File: config.mk
export PLATFORM = sky130hd
export DESIGN_NAME = isa_ctrl
export DESIGN_NICKNAME = d
export VERILOG_FILES = /design/src/rtl/isa_pkg.sv /design/src/rtl/isa_ctrl.sv
export SDC_FILE = /design/constraint.sdc
export NUM_CORES = 1
export LEC_CHECK = 0
export ABC_AREA = 1
export BUFFER_PORTS_ARGS = -buffer_cell sky130_fd_sc_hd__buf_2
export CORE_MARGIN = 10
export CORE_UTILIZATION = 38
export CTS_CLUSTER_SIZE = 8
export DETAILED_ROUTE_END_ITERATION = 8
export GPL_TIMING_DRIVEN = 0
export PLACE_DENSITY = 0.75
export SLEW_MARGIN = 20
export SYNTH_ARGS = -nofsm -noshare
export SYNTH_HDL_FRONTEND = slang
export SYNTH_SLANG_ARGS = --single-unit
File: constraint.sdc
create_clock -name clk -period 1.24 [get_ports clk]
set_input_delay 0.124 -clock clk [delete_from_list [all_inputs] [get_ports clk]]
set_output_delay 0.124 -clock clk [all_outputs]
set_load 0.02 [all_outputs]
File: src/rtl/isa_pkg.sv
package isa_pkg;

    localparam int ADDR_BITS = 32;
    localparam int ZB_BITS   = 5;
    localparam int NUM_BITS  = 8;
    localparam int DEN_BITS  = 9;
    localparam int CFG_IDX_BITS = 2;

    localparam logic [CFG_IDX_BITS-1:0] CFG_MIN_ZERO = 2'd0;
    localparam logic [CFG_IDX_BITS-1:0] CFG_MAX_ZERO = 2'd1;
    localparam logic [CFG_IDX_BITS-1:0] CFG_FILL_NUM = 2'd2;
    localparam logic [CFG_IDX_BITS-1:0] CFG_FILL_DEN = 2'd3;

    localparam logic [ZB_BITS-1:0]  MIN_ZERO_RST = 5'd2;
    localparam logic [ZB_BITS-1:0]  MAX_ZERO_RST = 5'd10;
    localparam logic [NUM_BITS-1:0] FILL_NUM_RST = 8'd3;
    localparam logic [DEN_BITS-1:0] FILL_DEN_RST = 9'd4;

    typedef enum logic [2:0] {
        ST_LOADED    = 3'd0,
        ST_DUPLICATE = 3'd1,
        ST_FULL      = 3'd2,
        ST_EMITTED   = 3'd3,
        ST_EXHAUSTED = 3'd4
    } isa_status_e;

    typedef enum logic [3:0] {
        S_IDLE,
        S_SRCH_RD,
        S_SRCH_CMP,
        S_INS,
        S_SH_RD,
        S_SH_WR,
        S_E_RD,
        S_E_FIRST,
        S_Z,
        S_SKIP,
        S_SCAN_RD,
        S_SCAN_CMP,
        S_EVAL,
        S_QUAL,
        S_RES
    } isa_state_e;

    typedef struct packed {
        logic        capture;
        logic        srch_rd;
        logic        srch_adv;
        logic        shift_init;
        logic        shift_rd;
        logic        shift_wr;
        logic        insert;
        logic        emit_rd;
        logic        first_ld;
        logic        mul_ld;
        logic        z_dec;
        logic        scan_init;
        logic        scan_rd;
        logic        scan_adv;
        logic        qprod_ld;
        logic        best_ld;
        logic        code_ld;
        isa_status_e code;
        logic        res_wr;
    } isa_cmd_t;

    typedef struct packed {
        logic empty_read;
        logic idx_at_end;
        logic data_lt;
        logic data_eq;
        logic full;
        logic shift_done;
        logic z_done;
        logic skip;
        logic scan_end;
        logic data_le_end;
        logic ct_one;
        logic qualify;
        logic best_ok;
        logic out_free;
    } isa_sts_t;

endpackage

File: src/rtl/isa_ctrl.sv
module isa_ctrl import isa_pkg::*; (
    input  logic     clk,
    input  logic     rst_n,
    input  logic     req_valid,
    input  logic     req_cmd,
    input  isa_sts_t sts,
    output logic     req_ready,
    output isa_cmd_t cmd
);

    isa_state_e state_reg, state_next;

    always_ff @(posedge clk or negedge rst_n)
    begin
        if (!rst_n)
        begin
            state_reg <= S_IDLE;
        end
        else
        begin
            state_reg <= state_next;
        end
    end

    always_comb
    begin
        state_next = state_reg;
        unique case (state_reg)
            S_IDLE:
            begin
                if (req_valid)
                begin
                    if (!req_cmd)
                        state_next = S_SRCH_RD;
                    else if (sts.empty_read)
                        state_next = S_RES;
                    else
                        state_next = S_E_RD;
                end
            end
            S_SRCH_RD:  state_next = sts.idx_at_end ? S_INS : S_SRCH_CMP;
            S_SRCH_CMP:
            begin
                if (sts.data_eq)
                    state_next = S_RES;
                else if (sts.data_lt)
                    state_next = S_SRCH_RD;
                else
                    state_next = S_INS;
            end
            S_INS:      state_next = sts.full ? S_RES : S_SH_RD;
            S_SH_RD:    state_next = sts.shift_done ? S_RES : S_SH_WR;
            S_SH_WR:    state_next = S_SH_RD;
            S_E_RD:     state_next = S_E_FIRST;
            S_E_FIRST:  state_next = S_Z;
            S_Z:        state_next = sts.z_done ? S_RES : S_SKIP;
            S_SKIP:     state_next = sts.skip ? S_Z : S_SCAN_RD;
            S_SCAN_RD:  state_next = sts.scan_end ? S_EVAL : S_SCAN_CMP;
            S_SCAN_CMP: state_next = sts.data_le_end ? S_SCAN_RD : S_EVAL;
            S_EVAL:     state_next = sts.ct_one ? S_RES : S_QUAL;
            S_QUAL:
            begin
                if (sts.qualify && !sts.best_ok)
                    state_next = S_RES;
                else
                    state_next = S_Z;
            end
            S_RES:      state_next = sts.out_free ? S_IDLE : S_RES;
            default:    state_next = S_IDLE;
        endcase
    end

    always_comb
    begin
        cmd       = '0;
        cmd.code  = ST_LOADED;
        req_ready = 1'b0;
        unique case (state_reg)
            S_IDLE:
            begin
                req_ready = 1'b1;
                if (req_valid)
                begin
                    cmd.capture = 1'b1;
                    if (req_cmd && sts.empty_read)
                    begin
                        cmd.code_ld = 1'b1;
                        cmd.code    = ST_EXHAUSTED;
                    end
                end
            end
            S_SRCH_RD:  cmd.srch_rd = !sts.idx_at_end;
            S_SRCH_CMP:
            begin
                if (sts.data_eq)
                begin
                    cmd.code_ld = 1'b1;
                    cmd.code    = ST_DUPLICATE;
                end
                else if (sts.data_lt)
                begin
                    cmd.srch_adv = 1'b1;
                end
            end
            S_INS:
            begin
                if (sts.full)
                begin
                    cmd.code_ld = 1'b1;
                    cmd.code    = ST_FULL;
                end
                else
                begin
                    cmd.shift_init = 1'b1;
                end
            end
            S_SH_RD:
            begin
                if (sts.shift_done)
                begin
                    cmd.insert  = 1'b1;
                    cmd.code_ld = 1'b1;
                    cmd.code    = ST_LOADED;
                end
                else
                begin
                    cmd.shift_rd = 1'b1;
                end
            end
            S_SH_WR:    cmd.shift_wr = 1'b1;
            S_E_RD:     cmd.emit_rd  = 1'b1;
            S_E_FIRST:  cmd.first_ld = 1'b1;
            S_Z:
            begin
                if (sts.z_done)
                begin
                    cmd.code_ld = 1'b1;
                    cmd.code    = ST_EMITTED;
                end
                else
                begin
                    cmd.mul_ld = 1'b1;
                end
            end
            S_SKIP:
            begin
                cmd.z_dec     = sts.skip;
                cmd.scan_init = !sts.skip;
            end
            S_SCAN_RD:  cmd.scan_rd  = !sts.scan_end;
            S_SCAN_CMP: cmd.scan_adv = sts.data_le_end;
            S_EVAL:
            begin
                if (sts.ct_one)
                begin
                    cmd.code_ld = 1'b1;
                    cmd.code    = ST_EMITTED;
                end
                else
                begin
                    cmd.qprod_ld = 1'b1;
                end
            end
            S_QUAL:
            begin
                if (sts.qualify && !sts.best_ok)
                begin
                    cmd.code_ld = 1'b1;
                    cmd.code    = ST_EMITTED;
                end
                else
                begin
                    cmd.best_ld = sts.qualify;
                    cmd.z_dec   = 1'b1;
                end
            end
            S_RES:      cmd.res_wr = sts.out_free;
            default:    cmd = '0;
        endcase
    end

endmodule

==> results of run 1 <==
-- cells in the mapped netlist --
cell / count
o32ai_1: 1
clkinv_2: 1
nand2_1: 28
nand3_1: 13
o2111ai_1: 1
nor3b_1: 1
nor2_1: 24
inv_2: 2
a21oi_1: 2
nor2_2: 3
a21oi_2: 1
nand2_2: 4
nor3_1: 3
inv_1: 20
nand3_2: 1
nor2_4: 3
or2_1: 1
dfrtp_1: 4
o22ai_1: 2
nand3b_1: 3
o21ai_0: 3
-- through the flow --
| step | util | TNS, ps | worst slack (ps) | area, um2 | instances |
|---|---|---|---|---|---|
| 2_1_floorplan | - | -108 | -54.3 | 714 | 121 |
| 3_3_place_gp | 0.596 | -1550 | -273 | 930 | 176 |
| 3_5_place_dp | 0.596 | -1800 | -298 | 930 | 176 |
| 4_1_cts | 0.881 | -6330 | -397 | 1370 | 205 |
-- logic make-up after synthesis --
logic type	synth area share
buffers and inverters	0.135
flip-flops	0.154
AO/OA/AOI/OAI	0.0981
AND/OR/NAND/NOR	0.613
-- timing repair --
| item | CTS |
|---|---|
| resized for setup | 71 |
| setup endpoints to repair | 26 |
| hold buffers | 1 |
| pin swaps | 19 |
| hold endpoints to repair | 4 |
| buffers inserted | 24 |
==> results.yml, run 1 <==
status:
  outcome: "stopped before the end"
  haltStage: "global routing (5_1_grt)"
  tool.error: "[ERROR DPL-0038] Utilization greater than 100%, impossible to legalize"
die:
  ios: 40
  die_y_um: 61.4
  fp-row-count: 14
  start_util: 0.417
  dieWidth_um: 61.4
cts:
  cts_sinks: 4
  cts_buffers: 3
  cts.path.max_buffers: 2
  htreeDepth: 1
  cts-root-buf: "clkbuf_4"
timing:
  worstEndpointType: "output port"
  worst_endpoint: "cmd[4]"
synthesis:
  synth_fp_nets: 139
  syn_inst: 121
  seq_area_frac_synth: 0.154
  yosysWarningCount: 0
  netlist_area_um2: 651
  yosysTopAreaCellShare: 0.162
  synth_top_cell_by_area: "nand2_1"
  synth_seq_cells: 4
  avgSynthCellArea_um2: 5.38
  ys_types: 21
  synth.area.top_cells: "nand2_1 16%, dfrtp_1 15%, nor2_1 14%"
placed_design:
  place.gp.congestion: 0.917
  io_buffers: 39
  dpl.hpwl_mm: 2.12
grt:
  grt_max_degree: 7
==> run 2: changes to the inputs <==
--- a/config.mk
+++ b/config.mk
@@ -7,12 +7,11 @@
 export LEC_CHECK = 0
 export ABC_AREA = 1
 export BUFFER_PORTS_ARGS = -buffer_cell sky130_fd_sc_hd__buf_2
-export CORE_MARGIN = 10
-export CORE_UTILIZATION = 38
-export CTS_CLUSTER_SIZE = 8
+export CORE_AREA = 10 10 71 73
 export DETAILED_ROUTE_END_ITERATION = 8
+export DIE_AREA = 0 0 81 83
 export GPL_TIMING_DRIVEN = 0
-export PLACE_DENSITY = 0.75
+export PLACE_DENSITY_LB_ADDON = 0.15
 export SLEW_MARGIN = 20
 export SYNTH_ARGS = -nofsm -noshare
 export SYNTH_HDL_FRONTEND = slang
==> constraint.sdc (replaced) <==
create_clock -name clk -period 1.6 [get_ports clk]
set_input_delay 0.16 -clock clk [delete_from_list [all_inputs] [get_ports clk]]
set_output_delay 0.16 -clock clk [all_outputs]
set_load 0.02 [all_outputs]
==> results.yml, run 2 <==
placed_design:
  dp_slack_ps: -6.21
  io_buffers: 39
  place.gp.congestion: 0.846
  dpl.hpwl_mm: 2.33
  post_dp_cell_area_um2: 906
detailed_routing:
  num_vias: 949
  drtIter0Drc: 33
  post-route-drc-count: 0
  wl_per_cell_um: 12.4
  viasPerCell: 4.26
  drt_wl_total_mm: 2.77
  drt_pass1_iterations: 4
  drtAntennaViolNets: 0
timing:
  setup_violations: 2
  rsz0062_at_grt: "true"
  fin_skew_ps: 0.716
  tns_ps: -81.0
  fmax_ghz: 0.608
  hold_slack_ps: 262
  fin_crit_sh: 1.03
  final.min_clock_period_ps: 1650
  worst_pin_slew_ps: 329
  hold_viol_final: 0
  worst_slack_ps: -45.7
  relSlewSlack: 0.780
  slew_viol_final: 0
power_and_ir_drop:
  p_per_area_mw_per_mm2: 1750
  ir_drop_mv: 0.420
  power.leakage_nw: 0.694
  p_total_mw: 2.04
cts:
  cts.path.max_buffers: 2
  path_clk_slew_ps: 30
  cts_sinks: 4
  cts_buffers: 3
  htreeDepth: 1
  cts_tree: "yes"
  worstSkewPairLatency_ps: 220
  cts-root-buf: "clkbuf_8"
worst_setup_path:
  r2r_start: "state_reg[1]$_DFFE_PN0P_"
  start_kind: "flop"
  crit_fanout: 8
  crit_buf_inv: 1
  cp.required_ps: 1440
  slowest_delay_ps: 420
  cp_slowest_cell: "dfrtp_2"
  rr_worst_depth: 7
  cp.arrival_ps: 1490
  reg2reg_to: "state_reg[3]$_DFFE_PN0P_"
  path_cells: "nor2_4, nand3b_1, o2111ai_2, buf_6"
  critPathTopFamily: "simple AND/OR/NAND/NOR gates"
  criticalPathCategory: "flop to primary output"
  worstSetupEndpointType: "primary output"
  crit_path_start: "state_reg[1]$_DFFE_PN0P_"
  rrSetupSlack_ps: 110
cells_and_area:
  stdcell_area_mm2: 0.00117
  multi_input_area_um2: 527
  largest_reg_flops: 4
  diodes: 0
  nets: 195
  final_cell_mix: "28 x buf_2, 26 x nand2_1, 20 x nor2_1"
  layout_commonest_cell: "buf_2"
  regArea_um2: 105
  final_layout_size_suffix_gt1_frac: 0.480
  fillCellCount: 438
  synthToLayoutAreaGrowth_pct: 79.2
worst_hold_path:
  min_path_type: "input port to flop"
  hold_depth: 3
  hold_end: "state_reg[0]$_DFFE_PN0P_"
  hp-start: "req_valid"
grt:
  grt_pass1_vias: 921
  grt_use_total: 0.0772
  grt_max_degree: 10
  grt-ovfl-total: 0
  antenna_found_initial: 0
  grt_pass1_wl_mm: 4.22
synthesis:
  syn_inst: 121
  synth_edf_count: 0
  ys.flop_type: "dfrtp_1"
  netlist_area_um2: 651
  synth_seq_cells: 4
  synth-async-reset-ratio: 1.00
  synth.area.top_cells: "nand2_1 16%, dfrtp_1 15%, nor2_1 14%"
  synth_fp_nets: 139
  synthTopCellsByCount: "28 x nand2_1, 24 x nor2_1, 20 x inv_1"
  yosysTopAreaCellShare: 0.162
  synth.most_common_cell: "nand2_1"
  seq_area_frac_synth: 0.154
  yosysWarningCount: 0
  synth_top_cell_by_area: "nand2_1"
  ys_types: 21
  avgSynthCellArea_um2: 5.38
die:
  die-area_mm2: 0.00672
  fp-row-count: 22
  dieWidth_um: 81
  start_util: 0.179
  fp.coreArea_mm2: 0.00363
  die_y_um: 83
  ios: 40
job:
  cap_violations: 0
status:
  violations: "setup timing"
  outcome: "finished, violations left"
==> run 2: worst max-delay path by stage <==
stage | cells after the start | endpoint | slack, ps
detailed placement | 4 | cmd[3] | -6
finish | 4 | cmd[4] | -50
floorplan | 3 | cmd[3] | 40
global placement | 4 | cmd[4] | -4
CTS | 4 | cmd[4] | -40
global route | 4 | cmd[4] | -120
==> run 2: timing repair <==
action                                 in CTS  in global routing
pin swaps                                   7                  2
setup buffers                               8                  3
resized for setup                          24                 15
hold buffers                                1                  0
setup endpoints to repair                   7                  9
endpoints found under the hold margin       4                  0
==> run 2: cell families after synthesis <==
kind of cell | share of synthesized area
AOI/OAI and AO/OA | 0.0981
buffers and inverters | 0.135
DFF | 0.154
and+or+nand+nor | 0.613
==> run 2: worst min-delay path, stage by stage <==
cell and delay [ps]:
buf_2 90, nor2_1 80, a21oi_2 100
==> run 2: area by class of cell <==
type,instances,share of cell area
well taps,48,0.0515
repair buffers,51,0.293
inverters,23,0.0783
flip-flops and latches,4,0.0901
clock buffers,3,0.0354
multi-input cells,94,0.452
==> run 2: layer usage <==
layer	GRT usage	routed length, um
met5	0	0
met2	0.122	1310
met1	0.0963	1270
met3	0.0162	168
met4	0.0329	12
==> run 2: stage by stage <==
stage	cells	utilization
6_report	223	0.321
5_1_grt	223	0.321
4_1_cts	220	0.303
3_3_place_gp	208	0.249
3_5_place_dp	208	0.249
2_1_floorplan	121	-
==> run 2: power breakdown <==
group	internal (mW)	switching [mW]	leakage, nW	total [mW]
Combinational	0.627	0.940	0.628	1.57
Clock	0.160	0.0497	0.0216	0.210
Sequential	0.169	0.0923	0.0443	0.261
Total	0.955	1.08	0.694	2.04
Note: power is estimated with default switching activity, not from simulation.
==> run 3: changes to the inputs <==
--- a/config.mk
+++ b/config.mk
@@ -11,6 +11,7 @@
 export DETAILED_ROUTE_END_ITERATION = 8
 export DIE_AREA = 0 0 81 83
 export GPL_TIMING_DRIVEN = 0
+export HOLD_SLACK_MARGIN = 0.12
 export PLACE_DENSITY_LB_ADDON = 0.15
 export SLEW_MARGIN = 20
 export SYNTH_ARGS = -nofsm -noshare
==> constraint.sdc (replaced) <==
create_clock -name clk -period 1.6 [get_ports clk]
set_input_delay 0.32 -clock clk [delete_from_list [all_inputs] [get_ports clk]]
set_output_delay 0.32 -clock clk [all_outputs]
set_load 0.02 [all_outputs]
==> results.yml, run 3 (synthesis gave the netlist of run 2 again) <==
worst_setup_path:
  crit_fanout: 5
  rr_worst_depth: 10
  start_kind: "flop"
  cp.arrival_ps: 1420
  criticalPathCategory: "flop to primary output"
  cp_slowest_cell: "dfrtp_2"
  critPathTopFamily: "flip-flops"
  slowest_delay_ps: 450
  crit_buf_inv: 2
  path_cells: "inv_1, nand2_1, nor2_2, nand2_2, o2111ai_2, buf_6"
  worstSetupEndpointType: "primary output"
  worst-path-stages: 6
  cp.required_ps: 1280
grt:
  grt-ovfl-total: 0
  grt_pass1_vias: 1066
  grt_pass1_wl_mm: 4.97
  grt_max_degree: 7
  antenna_found_initial: 0
  grt_use_total: 0.0891
timing:
  hold_viol_final: 0
  fmax_ghz: 0.575
  tns_ps: -1030
  fin_skew_ps: 1.60
  worst_slack_ps: -138
  setup_violations: 13
  rsz0062_at_grt: "true"
  relSlewSlack: 0.803
  fin_crit_sh: 1.09
  final.min_clock_period_ps: 1740
  worst_pin_slew_ps: 294
  slew_viol_final: 0
placed_design:
  place.gp.congestion: 0.827
  dpl.hpwl_mm: 2.36
  io_buffers: 39
cts:
  worstSkewPairLatency_ps: 210
  cts_tree: "yes"
  htreeDepth: 1
  cts_sinks: 4
  path_clk_slew_ps: 30
  cts-root-buf: "clkbuf_8"
  cts.path.max_buffers: 2
  cts_buffers: 3
detailed_routing:
  wl_per_cell_um: 12.8
  drt_wl_total_mm: 2.92
  drtIter0Drc: 43
  post-route-drc-count: 0
  drtAntennaViolNets: 0
  num_vias: 961
  drt_pass1_iterations: 4
  viasPerCell: 4.20
status:
  outcome: "finished, violations left"
  violations: "setup timing"
cells_and_area:
  nets: 201
  diodes: 0
  fillCellCount: 413
  largest_reg_flops: 4
  final_cell_mix: "23 x nand2_1, 21 x buf_2, 21 x buf_4"
  layout_commonest_cell: "nand2_1"
  fin_util: 0.364
  synthToLayoutAreaGrowth_pct: 103
  final_layout_size_suffix_gt1_frac: 0.569
die:
  start_util: 0.179
  die-area_mm2: 0.00672
  ios: 40
  fp-row-count: 22
  dieWidth_um: 81
  die_y_um: 83
  fp.coreArea_mm2: 0.00363
power_and_ir_drop:
  power.leakage_nw: 0.730
  p_per_area_mw_per_mm2: 1730
  ir_drop_mv: 0.432
worst_hold_path:
  min_path_type: "input port to flop"
  hold_depth: 3
job:
  cap_violations: 0
## run 3: worst min-delay path, cell delays in order
cell	delay [ps]
buf_2	90
nor2_1	80
a21oi_2	100
## run 3: path summary, 6_finish.rpt
kind | slack (ps) | end | from
hold reg to reg | 840 | state_reg[2]$_DFFE_PN0P_ | state_reg[0]$_DFFE_PN0P_
setup reg to reg | 160 | state_reg[1]$_DFFE_PN0P_ | state_reg[3]$_DFFE_PN0P_
max in group asynchronous | 1020 | state_reg[3]$_DFFE_PN0P_ | rst_n
min in group asynchronous | 450 | state_reg[1]$_DFFE_PN0P_ | rst_n
hold / removal | 420 | state_reg[0]$_DFFE_PN0P_ | req_valid
setup / recovery | -140 | cmd[4] | state_reg[2]$_DFFE_PN0P_
## run 3: routing by layer
layer	part of all wire	vias to the layer above	global-route usage
met3	0.064	0	0.0248
met2	0.51	27	0.146
met4	0	0	0.0313
li1	-	504	-
met5	0	-	0
met1	0.42	430	0.106
## run 3: area by class of cell
cell class / count / area, um2 / share of cell area
multi-input cells: 94 / 594 / 0.449
inverters: 23 / 91.3 / 0.0691
flip-flops and latches: 4 / 105 / 0.0795
clock buffers: 3 / 41.3 / 0.0312
repair buffers: 57 / 430 / 0.325
well taps: 48 / 60.1 / 0.0454
## run 3: timing repair
action,4_1_cts,5_1_grt
setup endpoints to repair,19,22
hold endpoints to repair,4,0
setup buffers,14,3
gates cloned,0,0
pin swaps,9,11
gates resized for setup,46,23
hold buffers,1,0
## run 3: power breakdown
part | switching [mW] | internal [mW] | total [mW]
Combinational | 1.04 | 0.768 | 1.80
Sequential | 0.113 | 0.169 | 0.282
Clock | 0.0470 | 0.160 | 0.207
## run 3: per-stage QoR
| step | hold slack [ps] | worst slack, ps | std cells | power, mW | cell area (um2) |
|---|---|---|---|---|---|
| after floorplan | 24.4 | 16.4 | 121 | 1.13 | 669 |
| after global placement | 127 | -188 | 208 | 1.50 | 925 |
| after detailed placement | 127 | -184 | 208 | 1.49 | 925 |
| after CTS | 420 | -178 | 226 | 2.15 | 1220 |
| after global routing | 470 | -235 | 229 | 2.51 | 1320 |
| final | 417 | -138 | 229 | 2.29 | 1320 |
